$ cat config.mk
export PLATFORM = sky130hd
export DESIGN_NAME = tet_ctrl
export DESIGN_NICKNAME = d
export VERILOG_FILES = /design/src/tet_pkg.sv /design/src/tet_ctrl.sv
export SDC_FILE = /design/constraint.sdc
export NUM_CORES = 1
export LEC_CHECK = 0
export BUFFER_PORTS_ARGS = -buffer_cell sky130_fd_sc_hd__buf_2
export CELL_PAD_IN_SITES_DETAIL_PLACEMENT = 1
export CELL_PAD_IN_SITES_GLOBAL_PLACEMENT = 1
export CORE_ASPECT_RATIO = 1.25
export CORE_UTILIZATION = 34
export CTS_CLUSTER_SIZE = 28
export DETAILED_ROUTE_END_ITERATION = 8
export PLACE_DENSITY_LB_ADDON = 0.1
export SYNTH_ARGS = -nofsm -noshare
export SYNTH_HDL_FRONTEND = slang
export SYNTH_SLANG_ARGS = --single-unit
$ cat constraint.sdc
create_clock -name clk -period 3.4 [get_ports clk]
set_clock_uncertainty 0.1 [all_clocks]
set_input_delay 0.68 -clock clk [delete_from_list [all_inputs] [get_ports clk]]
set_output_delay 0.68 -clock clk [all_outputs]
set_load 0.01 [all_outputs]
$ cat src/tet_pkg.sv
// Shared types and constants of the timed event table.
// No dependencies; imported by tet_ctrl, tet_dpath, the top level and the testbench.
package tet_pkg;

  localparam int TABLE_DEPTH = 64;
  localparam int IDX_W = $clog2(TABLE_DEPTH);
  localparam int CNT_W = $clog2(TABLE_DEPTH + 1);

  localparam logic [1:0] MODE_SCHED   = 2'd0;
  localparam logic [1:0] MODE_COLLECT = 2'd1;
  localparam logic [1:0] MODE_FIRE    = 2'd2;

  localparam logic [1:0] KIND_SCHED = 2'd0;
  localparam logic [1:0] KIND_FULL  = 2'd1;
  localparam logic [1:0] KIND_EVENT = 2'd2;
  localparam logic [1:0] KIND_NONE  = 2'd3;

  localparam logic REG_RUNNING = 1'b0;

  typedef struct packed {
    logic [1:0]  mode;
    logic [47:0] frame;
    logic [47:0] end_frame;
    logic [7:0]  status_byte;
    logic [7:0]  first_data;
    logic [7:0]  second_data;
    logic [6:0]  capacity;
  } in_item_t;

  typedef struct packed {
    logic [1:0]  kind;
    logic [47:0] target_frame;
    logic [31:0] seq_order;
    logic [7:0]  out_status;
    logic [7:0]  out_first;
    logic [7:0]  out_second;
    logic [47:0] stamp;
    logic        last;
  } out_item_t;

  typedef struct packed {
    logic [47:0] frame;
    logic [31:0] order;
    logic [7:0]  status;
    logic [7:0]  first;
    logic [7:0]  second;
  } slot_t;

  localparam int SLOT_W = $bits(slot_t);

  // Commands from the controller to the datapath.
  typedef struct packed {
    logic       load;
    logic       idx_clr;
    logic       idx_inc;
    logic       sched_wr;
    logic       mark;
    logic       pass_clr;
    logic       take;
    logic       unmark;
    logic       emit;
    logic [1:0] emit_kind;
  } cmd_t;

  // Status from the datapath to the controller.
  typedef struct packed {
    logic [1:0] mode;
    logic       go_ok;
    logic       slot_valid;
    logic       slot_marked;
    logic       idx_last;
    logic       cap_hit;
    logic       due;
    logic       better;
    logic       count_zero;
    logic       last_one;
  } sts_t;

endpackage

$ cat src/tet_ctrl.sv
// Controller state machine of the timed event table.
// Depends on tet_pkg; drives tet_dpath through cmd_t and reads sts_t.
module tet_ctrl import tet_pkg::*; (
  input  logic clk,
  input  logic rst_n,
  input  logic start,
  input  sts_t sts,
  output cmd_t cmd,
  output logic busy
);

  localparam logic [3:0] ST_IDLE = 4'd0;
  localparam logic [3:0] ST_DISP = 4'd1;
  localparam logic [3:0] ST_FREE = 4'd2;
  localparam logic [3:0] ST_MRD  = 4'd3;
  localparam logic [3:0] ST_MEV  = 4'd4;
  localparam logic [3:0] ST_MEND = 4'd5;
  localparam logic [3:0] ST_PRD  = 4'd6;
  localparam logic [3:0] ST_PEV  = 4'd7;
  localparam logic [3:0] ST_EMIT = 4'd8;

  logic [3:0] state_r, state_nxt;

  always_ff @(posedge clk) begin
    if (!rst_n) begin
      state_r <= ST_IDLE;
    end else begin
      state_r <= state_nxt;
    end
  end

  assign busy = (state_r != ST_IDLE);

  always_comb begin
    cmd       = '0;
    state_nxt = state_r;
    unique case (state_r)
      ST_IDLE: begin
        if (start) begin
          cmd.load    = 1'b1;
          cmd.idx_clr = 1'b1;
          state_nxt   = ST_DISP;
        end
      end
      ST_DISP: begin
        priority if (sts.mode == MODE_SCHED) begin
          state_nxt = ST_FREE;
        end else if (sts.mode == MODE_COLLECT || sts.mode == MODE_FIRE) begin
          if (sts.go_ok) begin
            state_nxt = ST_MRD;
          end else begin
            cmd.emit      = 1'b1;
            cmd.emit_kind = KIND_NONE;
            state_nxt     = ST_IDLE;
          end
        end else begin
          state_nxt = ST_IDLE;
        end
      end
      ST_FREE: begin
        priority if (!sts.slot_valid) begin
          cmd.sched_wr  = 1'b1;
          cmd.emit      = 1'b1;
          cmd.emit_kind = KIND_SCHED;
          state_nxt     = ST_IDLE;
        end else if (sts.idx_last) begin
          cmd.emit      = 1'b1;
          cmd.emit_kind = KIND_FULL;
          state_nxt     = ST_IDLE;
        end else begin
          cmd.idx_inc = 1'b1;
        end
      end
      ST_MRD: begin
        priority if (sts.cap_hit) begin
          state_nxt = ST_MEND;
        end else if (sts.slot_valid) begin
          state_nxt = ST_MEV;
        end else if (sts.idx_last) begin
          state_nxt = ST_MEND;
        end else begin
          cmd.idx_inc = 1'b1;
        end
      end
      ST_MEV: begin
        cmd.mark = sts.due;
        if (sts.idx_last) begin
          state_nxt = ST_MEND;
        end else begin
          cmd.idx_inc = 1'b1;
          state_nxt   = ST_MRD;
        end
      end
      ST_MEND: begin
        if (sts.count_zero) begin
          cmd.emit      = 1'b1;
          cmd.emit_kind = KIND_NONE;
          state_nxt     = ST_IDLE;
        end else begin
          cmd.pass_clr = 1'b1;
          cmd.idx_clr  = 1'b1;
          state_nxt    = ST_PRD;
        end
      end
      ST_PRD: begin
        priority if (sts.slot_marked) begin
          state_nxt = ST_PEV;
        end else if (sts.idx_last) begin
          state_nxt = ST_EMIT;
        end else begin
          cmd.idx_inc = 1'b1;
        end
      end
      ST_PEV: begin
        cmd.take = sts.better;
        if (sts.idx_last) begin
          state_nxt = ST_EMIT;
        end else begin
          cmd.idx_inc = 1'b1;
          state_nxt   = ST_PRD;
        end
      end
      ST_EMIT: begin
        cmd.emit      = 1'b1;
        cmd.emit_kind = KIND_EVENT;
        cmd.unmark    = 1'b1;
        if (sts.last_one) begin
          state_nxt = ST_IDLE;
        end else begin
          cmd.pass_clr = 1'b1;
          cmd.idx_clr  = 1'b1;
          state_nxt    = ST_PRD;
        end
      end
      default: begin
        state_nxt = ST_IDLE;
      end
    endcase
  end

endmodule

==> results.sh, run 1 <==
export IMPL_dieArea_sq_mm=0.00191
export IMPL_cp_cell_sequence="buf_2 -> inv_1 -> ha_1 -> nor4bb_1 -> nand2_1 -> nor2_1 -> or3_1 -> a21o_1 -> buf_2"
export IMPL_cp_top_family="simple AND/OR/NAND/NOR gates"
export IMPL_grtUsageTotal=0.209
export IMPL_fin_util=0.455
export IMPL_largest_register="state_r"
export IMPL_area_delta_synth_final_pct=23.0
export IMPL_fin_ws_ns=0.593
export IMPL_reg2reg_depth=5
export IMPL_hold_depth=2
export IMPL_grt_pass1_vias=668
export IMPL_insertedDiodeCount=0
export IMPL_fin_cells=118
export IMPL_crit_path_end_kind="output port"
export IMPL_synth_edf_count=0
export IMPL_ctsResizeCount=0
export IMPL_netlist_instances=77
export IMPL_r2r_end="state_r[0]$_SDFFE_PN0P_"
export IMPL_htreeDepth=1
export IMPL_reg2reg_from="state_r[1]$_SDFFE_PN0P_"
export IMPL_tritoncts="done"
export IMPL_slew_violations=0
export IMPL_die_w_um=39.3
export IMPL_synth_top_area_cell="dfxtp_1"
export IMPL_setup_violations=0
export IMPL_drive_gt1_frac=0.380
export IMPL_overflow=0
export IMPL_peakVddDrop_v=0.000108
export IMPL_cts_hold_buf=0
export IMPL_cp_data_required_time_ns=2.62
export IMPL_yosys_warnings=0
export IMPL_routabilityCongestion=0.795
export IMPL_fill_cells=217
export IMPL_rsz0062_at_grt="false"
export IMPL_ioPinCount=26
export IMPL_place_worst_setup_slack_ns=0.584
export IMPL_synth_ff_type="dfxtp_1"
export IMPL_hold_end="state_r[2]$_SDFFE_PN0P_"
export IMPL_slowest_delay_ns=0.36
export IMPL_clk_latency_ns=0.23
export IMPL_cts_buffers=3
export IMPL_cts_sinks=4
export IMPL_initial_utilization=0.370
export IMPL_cp_arrival_ns=2.03
export IMPL_yosysMostFrequentCell="nor2_1"
export IMPL_row_count=16
export IMPL_finalPower_mw=0.177
export IMPL_leakage_nw=0.360
export IMPL_synth_top_area_share=0.135
export IMPL_routed_via_density=5.92
export IMPL_critPathBufInv=3
export IMPL_synthArstFlopShare=0
export IMPL_critPathKind="input port to output port"
export IMPL_io_buffers=25
export IMPL_slew_headroom=0.651
export IMPL_dp_cells=115
export IMPL_dp_hpwl_mm=1.29
export IMPL_cts_buffer_depth=2
export IMPL_max_cap_violations=0
export IMPL_max_freq_mhz=356
export IMPL_drc_errors=0
export IMPL_status="complete, no violations"
export IMPL_antenna_found_initial=0
export IMPL_die_h_um=48.6
export IMPL_crit_path_frequent_cell="buf_2"
export IMPL_setup_tns_final_ns=0
export IMPL_critPathLaunchType="input port"
export IMPL_vias=698
export IMPL_worst_path_max_fanout=2
export IMPL_finalHoldViolations=0
export IMPL_stdcell_area_sq_um=728
export IMPL_final_nets=117
export IMPL_ys_ff_latch=4
export IMPL_syn_num_nets=92
export IMPL_largest_register_ffs=4
export IMPL_avgSynthCellArea_sq_um=7.69
export IMPL_post_cts_buffers=0
export IMPL_hold_start="rst_n"
export IMPL_tightest_slew_ns=0.522
export IMPL_grt_start_max_net_pins=15
export IMPL_wl_per_cell_um=14.6
export IMPL_routed_wl_mm=1.73
export IMPL_slowest_stage="or3_1"
export IMPL_postRouteAntennaNets=0
export IMPL_coreArea_sq_mm=0.00160
export IMPL_reg2reg_slack_ns=1.52
export IMPL_clk_pin_slew_worst_paths_ns=0.04
export IMPL_drtIter0Drc=10
export IMPL_hold_class="input port to flop"
export IMPL_synth_cell_type_count=44
export IMPL_cts_root_buf="clkbuf_4"
export IMPL_cellPowerDensity_mw_per_mm2=244
export IMPL_grt_pass1_wl_mm=2.91
export IMPL_synth_area_sq_um=592
export IMPL_reg_top3="state_r: 4 flops"
export IMPL_fin_crit_sh=0.826
export IMPL_hold_ws_ns=0.641
export IMPL_synth_common_cells="8 x nor2_1, 5 x a21oi_1, 5 x nand2b_1"
export IMPL_dr_pass1_iters=4
export IMPL_synth_area_top_cells="dfxtp_1 14%, nand2b_1 5.3%, nor2_1 5.1%, a21oi_1 4.2%, and3_1 4.2%"
export IMPL_fin_crit_ns=2.81
export IMPL_yosysSeqAreaShare=0.135
export IMPL_placed_area_sq_um=706
==> area by class of cell <==
cell class	count	area, sq um	area share
well taps	18	22.5	0.0309
inverters	2	7.51	0.0103
repair buffers	25	125	0.172
flip-flops and latches	4	80.1	0.110
multi-input cells	66	470	0.646
clock buffers	3	22.5	0.0309
==> cell usage in the layout (no fill, tap or decap), types with 2 or more instances in the layout <==
master	n
clkbuf_4	3
and2_1	2
buf_2	25
nor2_1	8
and4b_1	2
nor2_2	2
nand2_1	4
a21oi_1	5
dfxtp_1	4
a31oi_1	2
nand2b_1	5
nand3_1	3
inv_1	2
and3_1	4
==> per-layer routing <==
metal / wire (um) / track usage / share of wire
met5: 0 / 0 / 0
met4: 19 / 0.0690 / 0.011
met3: 55 / 0.0138 / 0.032
met2: 863 / 0.333 / 0.50
met1: 786 / 0.288 / 0.46
==> report_power, final <==
group / total (mW) / internal [mW] / leakage (nW) / switching (mW)
Combinational: 0.0620 / 0.0301 / 0.314 / 0.0319
Sequential: 0.0574 / 0.0493 / 0.0325 / 0.00808
Clock: 0.0581 / 0.0394 / 0.0138 / 0.0186
==> worst register-to-register path, stage by stage, from the launching register on <==
cell and delay (ns):
dfxtp_1 0.63, nand2b_1 0.21, a2111oi_2 0.39, nor3_2 0.12, o2bb2ai_1 0.14, and2_1 0.17
==> worst max-delay path by stage <==
stage                 from  endpoint  slack (ns)  cells after the start
floorplan           sts[9]    cmd[2]        0.78                      7
global placement    sts[9]    cmd[2]        0.63                      9
detailed placement  sts[9]    cmd[2]        0.58                      9
CTS                 sts[9]    cmd[2]        0.58                      9
global route        sts[9]    cmd[2]        0.49                      9
finish              sts[9]    cmd[2]        0.59                      9
==> logic make-up after synthesis <==
logic type,synth area share
muxes,0.0254
adders and majority gates,0.0211
and+or+nand+nor,0.461
AOI/OAI and AO/OA,0.288
buffers and inverters,0.0698
DFF,0.135
No activity file was read; power rests on OpenSTA's default activity.
==> run 2, diff against run 1 <==
--- a/config.mk
+++ b/config.mk
@@ -5,11 +5,12 @@
 export SDC_FILE = /design/constraint.sdc
 export NUM_CORES = 1
 export LEC_CHECK = 0
+export ABC_AREA = 1
 export BUFFER_PORTS_ARGS = -buffer_cell sky130_fd_sc_hd__buf_2
 export CELL_PAD_IN_SITES_DETAIL_PLACEMENT = 1
 export CELL_PAD_IN_SITES_GLOBAL_PLACEMENT = 1
 export CORE_ASPECT_RATIO = 1.25
-export CORE_UTILIZATION = 34
+export CORE_UTILIZATION = 27
 export CTS_CLUSTER_SIZE = 28
 export DETAILED_ROUTE_END_ITERATION = 8
 export PLACE_DENSITY_LB_ADDON = 0.1
==> constraint.sdc (replaced) <==
create_clock -name clk -period 2.9 [get_ports clk]
set_clock_uncertainty 0.1 [all_clocks]
set_input_delay 0.58 -clock clk [delete_from_list [all_inputs] [get_ports clk]]
set_output_delay 0.58 -clock clk [all_outputs]
set_load 0.01 [all_outputs]
==> results.sh, run 2 <==
export IMPL_slowest_stage="dfxtp_1"
export IMPL_routed_wl_mm=1.66
export IMPL_largest_register="state_r"
export IMPL_row_count=17
export IMPL_die_w_um=41.3
export IMPL_vias=713
export IMPL_yosysSeqAreaShare=0.153
export IMPL_grt_pass1_vias=668
export IMPL_slew_violations=0
export IMPL_ioPinCount=26
export IMPL_critPathLaunchType="flop"
export IMPL_yosys_warnings=0
export IMPL_die_h_um=51.2
export IMPL_tightest_slew_ns=0.267
export IMPL_layout_commonest_cell="buf_2"
export IMPL_synth_area_top_cells="nand2_1 17%, nor2_1 17%, dfxtp_1 15%, inv_1 13%, nand3_1 6.7%"
export IMPL_peakVddDrop_v=0.000213
export IMPL_reg2reg_from="state_r[0]$_SDFFE_PN0P_"
export IMPL_cellPowerDensity_mw_per_mm2=300
export IMPL_syn_num_nets=116
export IMPL_hold_class="input port to flop"
export IMPL_synth_area_sq_um=522
export IMPL_rsz0062_at_grt="false"
export IMPL_tritoncts="done"
export IMPL_startpoint="state_r[0]$_SDFFE_PN0P_"
export IMPL_dr_pass1_iters=4
export IMPL_coreArea_sq_mm=0.00179
export IMPL_fin_cells=148
export IMPL_cp_arrival_ns=1.48
export IMPL_cts_sinks=4
export IMPL_hold_ws_ns=0.518
export IMPL_yosysMostFrequentCell="nand2_1"
export IMPL_dp_cells=145
export IMPL_initial_utilization=0.292
export IMPL_synth_top_area_cell="nand2_1"
export IMPL_drc_errors=0
export IMPL_clk_pin_slew_worst_paths_ns=0.04
export IMPL_htreeDepth=1
export IMPL_critPathKind="flop to output port"
export IMPL_grt_start_max_net_pins=8
export IMPL_status="complete, no violations"
export IMPL_cp_data_required_time_ns=2.22
export IMPL_max_cap_violations=0
export IMPL_dp_hpwl_mm=1.48
export IMPL_clk_latency_ns=0.23
export IMPL_fin_util=0.388
export IMPL_reg2reg_slack_ns=1.52
export IMPL_overflow=0
export IMPL_setup_violations=0
export IMPL_drtIter0Drc=3
export IMPL_synth_common_cells="24 x nand2_1, 23 x nor2_1, 18 x inv_1"
export IMPL_io_buffers=25
export IMPL_worst_path_max_fanout=5
export IMPL_cts_buffer_depth=2
export IMPL_crit_path_frequent_cell="nand2_1"
export IMPL_synth_top_area_share=0.173
export IMPL_grt_pass1_wl_mm=2.68
export IMPL_worstSetupEndpoint="cmd[0]"
export IMPL_insertedDiodeCount=0
export IMPL_antenna_found_initial=0
export IMPL_netlist_instances=101
export IMPL_wl_per_cell_um=11.2
export IMPL_synth_edf_count=0
export IMPL_setup_tns_final_ns=0
export IMPL_cts_hold_buf=0
export IMPL_ys_ff_latch=4
export IMPL_synth_cell_type_count=21
export IMPL_max_freq_mhz=462
export IMPL_cts_buffers=3
export IMPL_leakage_nw=0.434
export IMPL_reg2reg_depth=9
export IMPL_cp_cell_sequence="inv_2 -> nor2_2 -> nand2_1 -> nor3_1 -> nand2_1 -> o311ai_0 -> buf_2"
export IMPL_routed_via_density=4.82
export IMPL_routabilityCongestion=0.837
export IMPL_final_nets=146
export IMPL_final_cell_mix="25 x buf_2, 24 x nand2_1, 23 x nor2_1"
export IMPL_synth_ff_type="dfxtp_1"
export IMPL_slew_headroom=0.820
export IMPL_post_cts_buffers=0
export IMPL_r2r_end="state_r[1]$_SDFFE_PN0P_"
export IMPL_crit_path_end_kind="output port"
export IMPL_dieArea_sq_mm=0.00211
export IMPL_ctsResizeCount=0
export IMPL_fin_crit_ns=2.16
export IMPL_slowest_delay_ns=0.41
export IMPL_postRouteAntennaNets=0
export IMPL_fin_crit_sh=0.746
export IMPL_drive_gt1_frac=0.310
export IMPL_largest_register_ffs=4
export IMPL_cts_root_buf="clkbuf_4"
export IMPL_area_delta_synth_final_pct=32.9
export IMPL_finalHoldViolations=0
export IMPL_grtUsageTotal=0.183
export IMPL_reg_top3="state_r: 4 flops"
export IMPL_synthArstFlopShare=0
export IMPL_avgSynthCellArea_sq_um=5.17
## run 2: per-stage QoR
stage / power, mW / worst slack (ns) / cell area (sq um)
after detailed placement: 0.144 / 0.735 / 671
final: 0.208 / 0.736 / 693
after CTS: 0.214 / 0.705 / 693
after global routing: 0.229 / 0.582 / 693
after floorplan: 0.112 / 0.996 / 522
after global placement: 0.141 / 0.775 / 671
## run 2: per-layer routing
layer,share of wire,wire length [um],global-route usage
met1,0.41,688,0.208
met2,0.54,906,0.331
met3,0.041,69,0.0130
met4,0,0,0.0645
met5,0,0,0
## run 2: cells by family after synthesis
group,share of synthesized area
flip-flops,0.153
adder cells (fa/ha/maj),0.0240
buffers and inverters,0.151
AO/OA/AOI/OAI,0.0887
AND/OR/NAND/NOR,0.583
## run 2: area by class of cell
| type | instances | area (sq um) |
|---|---|---|
| repair buffers | 25 | 125 |
| inverters | 21 | 78.8 |
| multi-input cells | 76 | 363 |
| well taps | 19 | 23.8 |
| flip-flops and latches | 4 | 80.1 |
| fillers | 274 | 1090 |
| clock buffers | 3 | 22.5 |
## run 2: power breakdown
| group | leakage [nW] | switching (mW) | internal, mW |
|---|---|---|---|
| logic | 0.387 | 0.0478 | 0.0309 |
| clock network | 0.0138 | 0.0199 | 0.0461 |
| registers | 0.0326 | 0.00479 | 0.0585 |
| total | 0.434 | 0.0725 | 0.136 |
## run 2: critical path, delay by kind of cell (launching register included)
family,cells,cell delay (ns)
buffers and inverters,2,0.26
flip-flops,1,0.41
AO/OA/AOI/OAI,1,0.10
AND/OR/NAND/NOR,4,0.49
## run 2: worst min path at each step
stage                            start                      end  cells past startpoint
2_1_floorplan  state_r[2]$_SDFFE_PN0P_  state_r[2]$_SDFFE_PN0P_                      4
4_1_cts                          rst_n  state_r[1]$_SDFFE_PN0P_                      3
5_1_grt                          rst_n  state_r[1]$_SDFFE_PN0P_                      3
6_report                         rst_n  state_r[1]$_SDFFE_PN0P_                      3
3_3_place_gp   state_r[2]$_SDFFE_PN0P_  state_r[2]$_SDFFE_PN0P_                      4
3_5_place_dp   state_r[2]$_SDFFE_PN0P_  state_r[2]$_SDFFE_PN0P_                      4
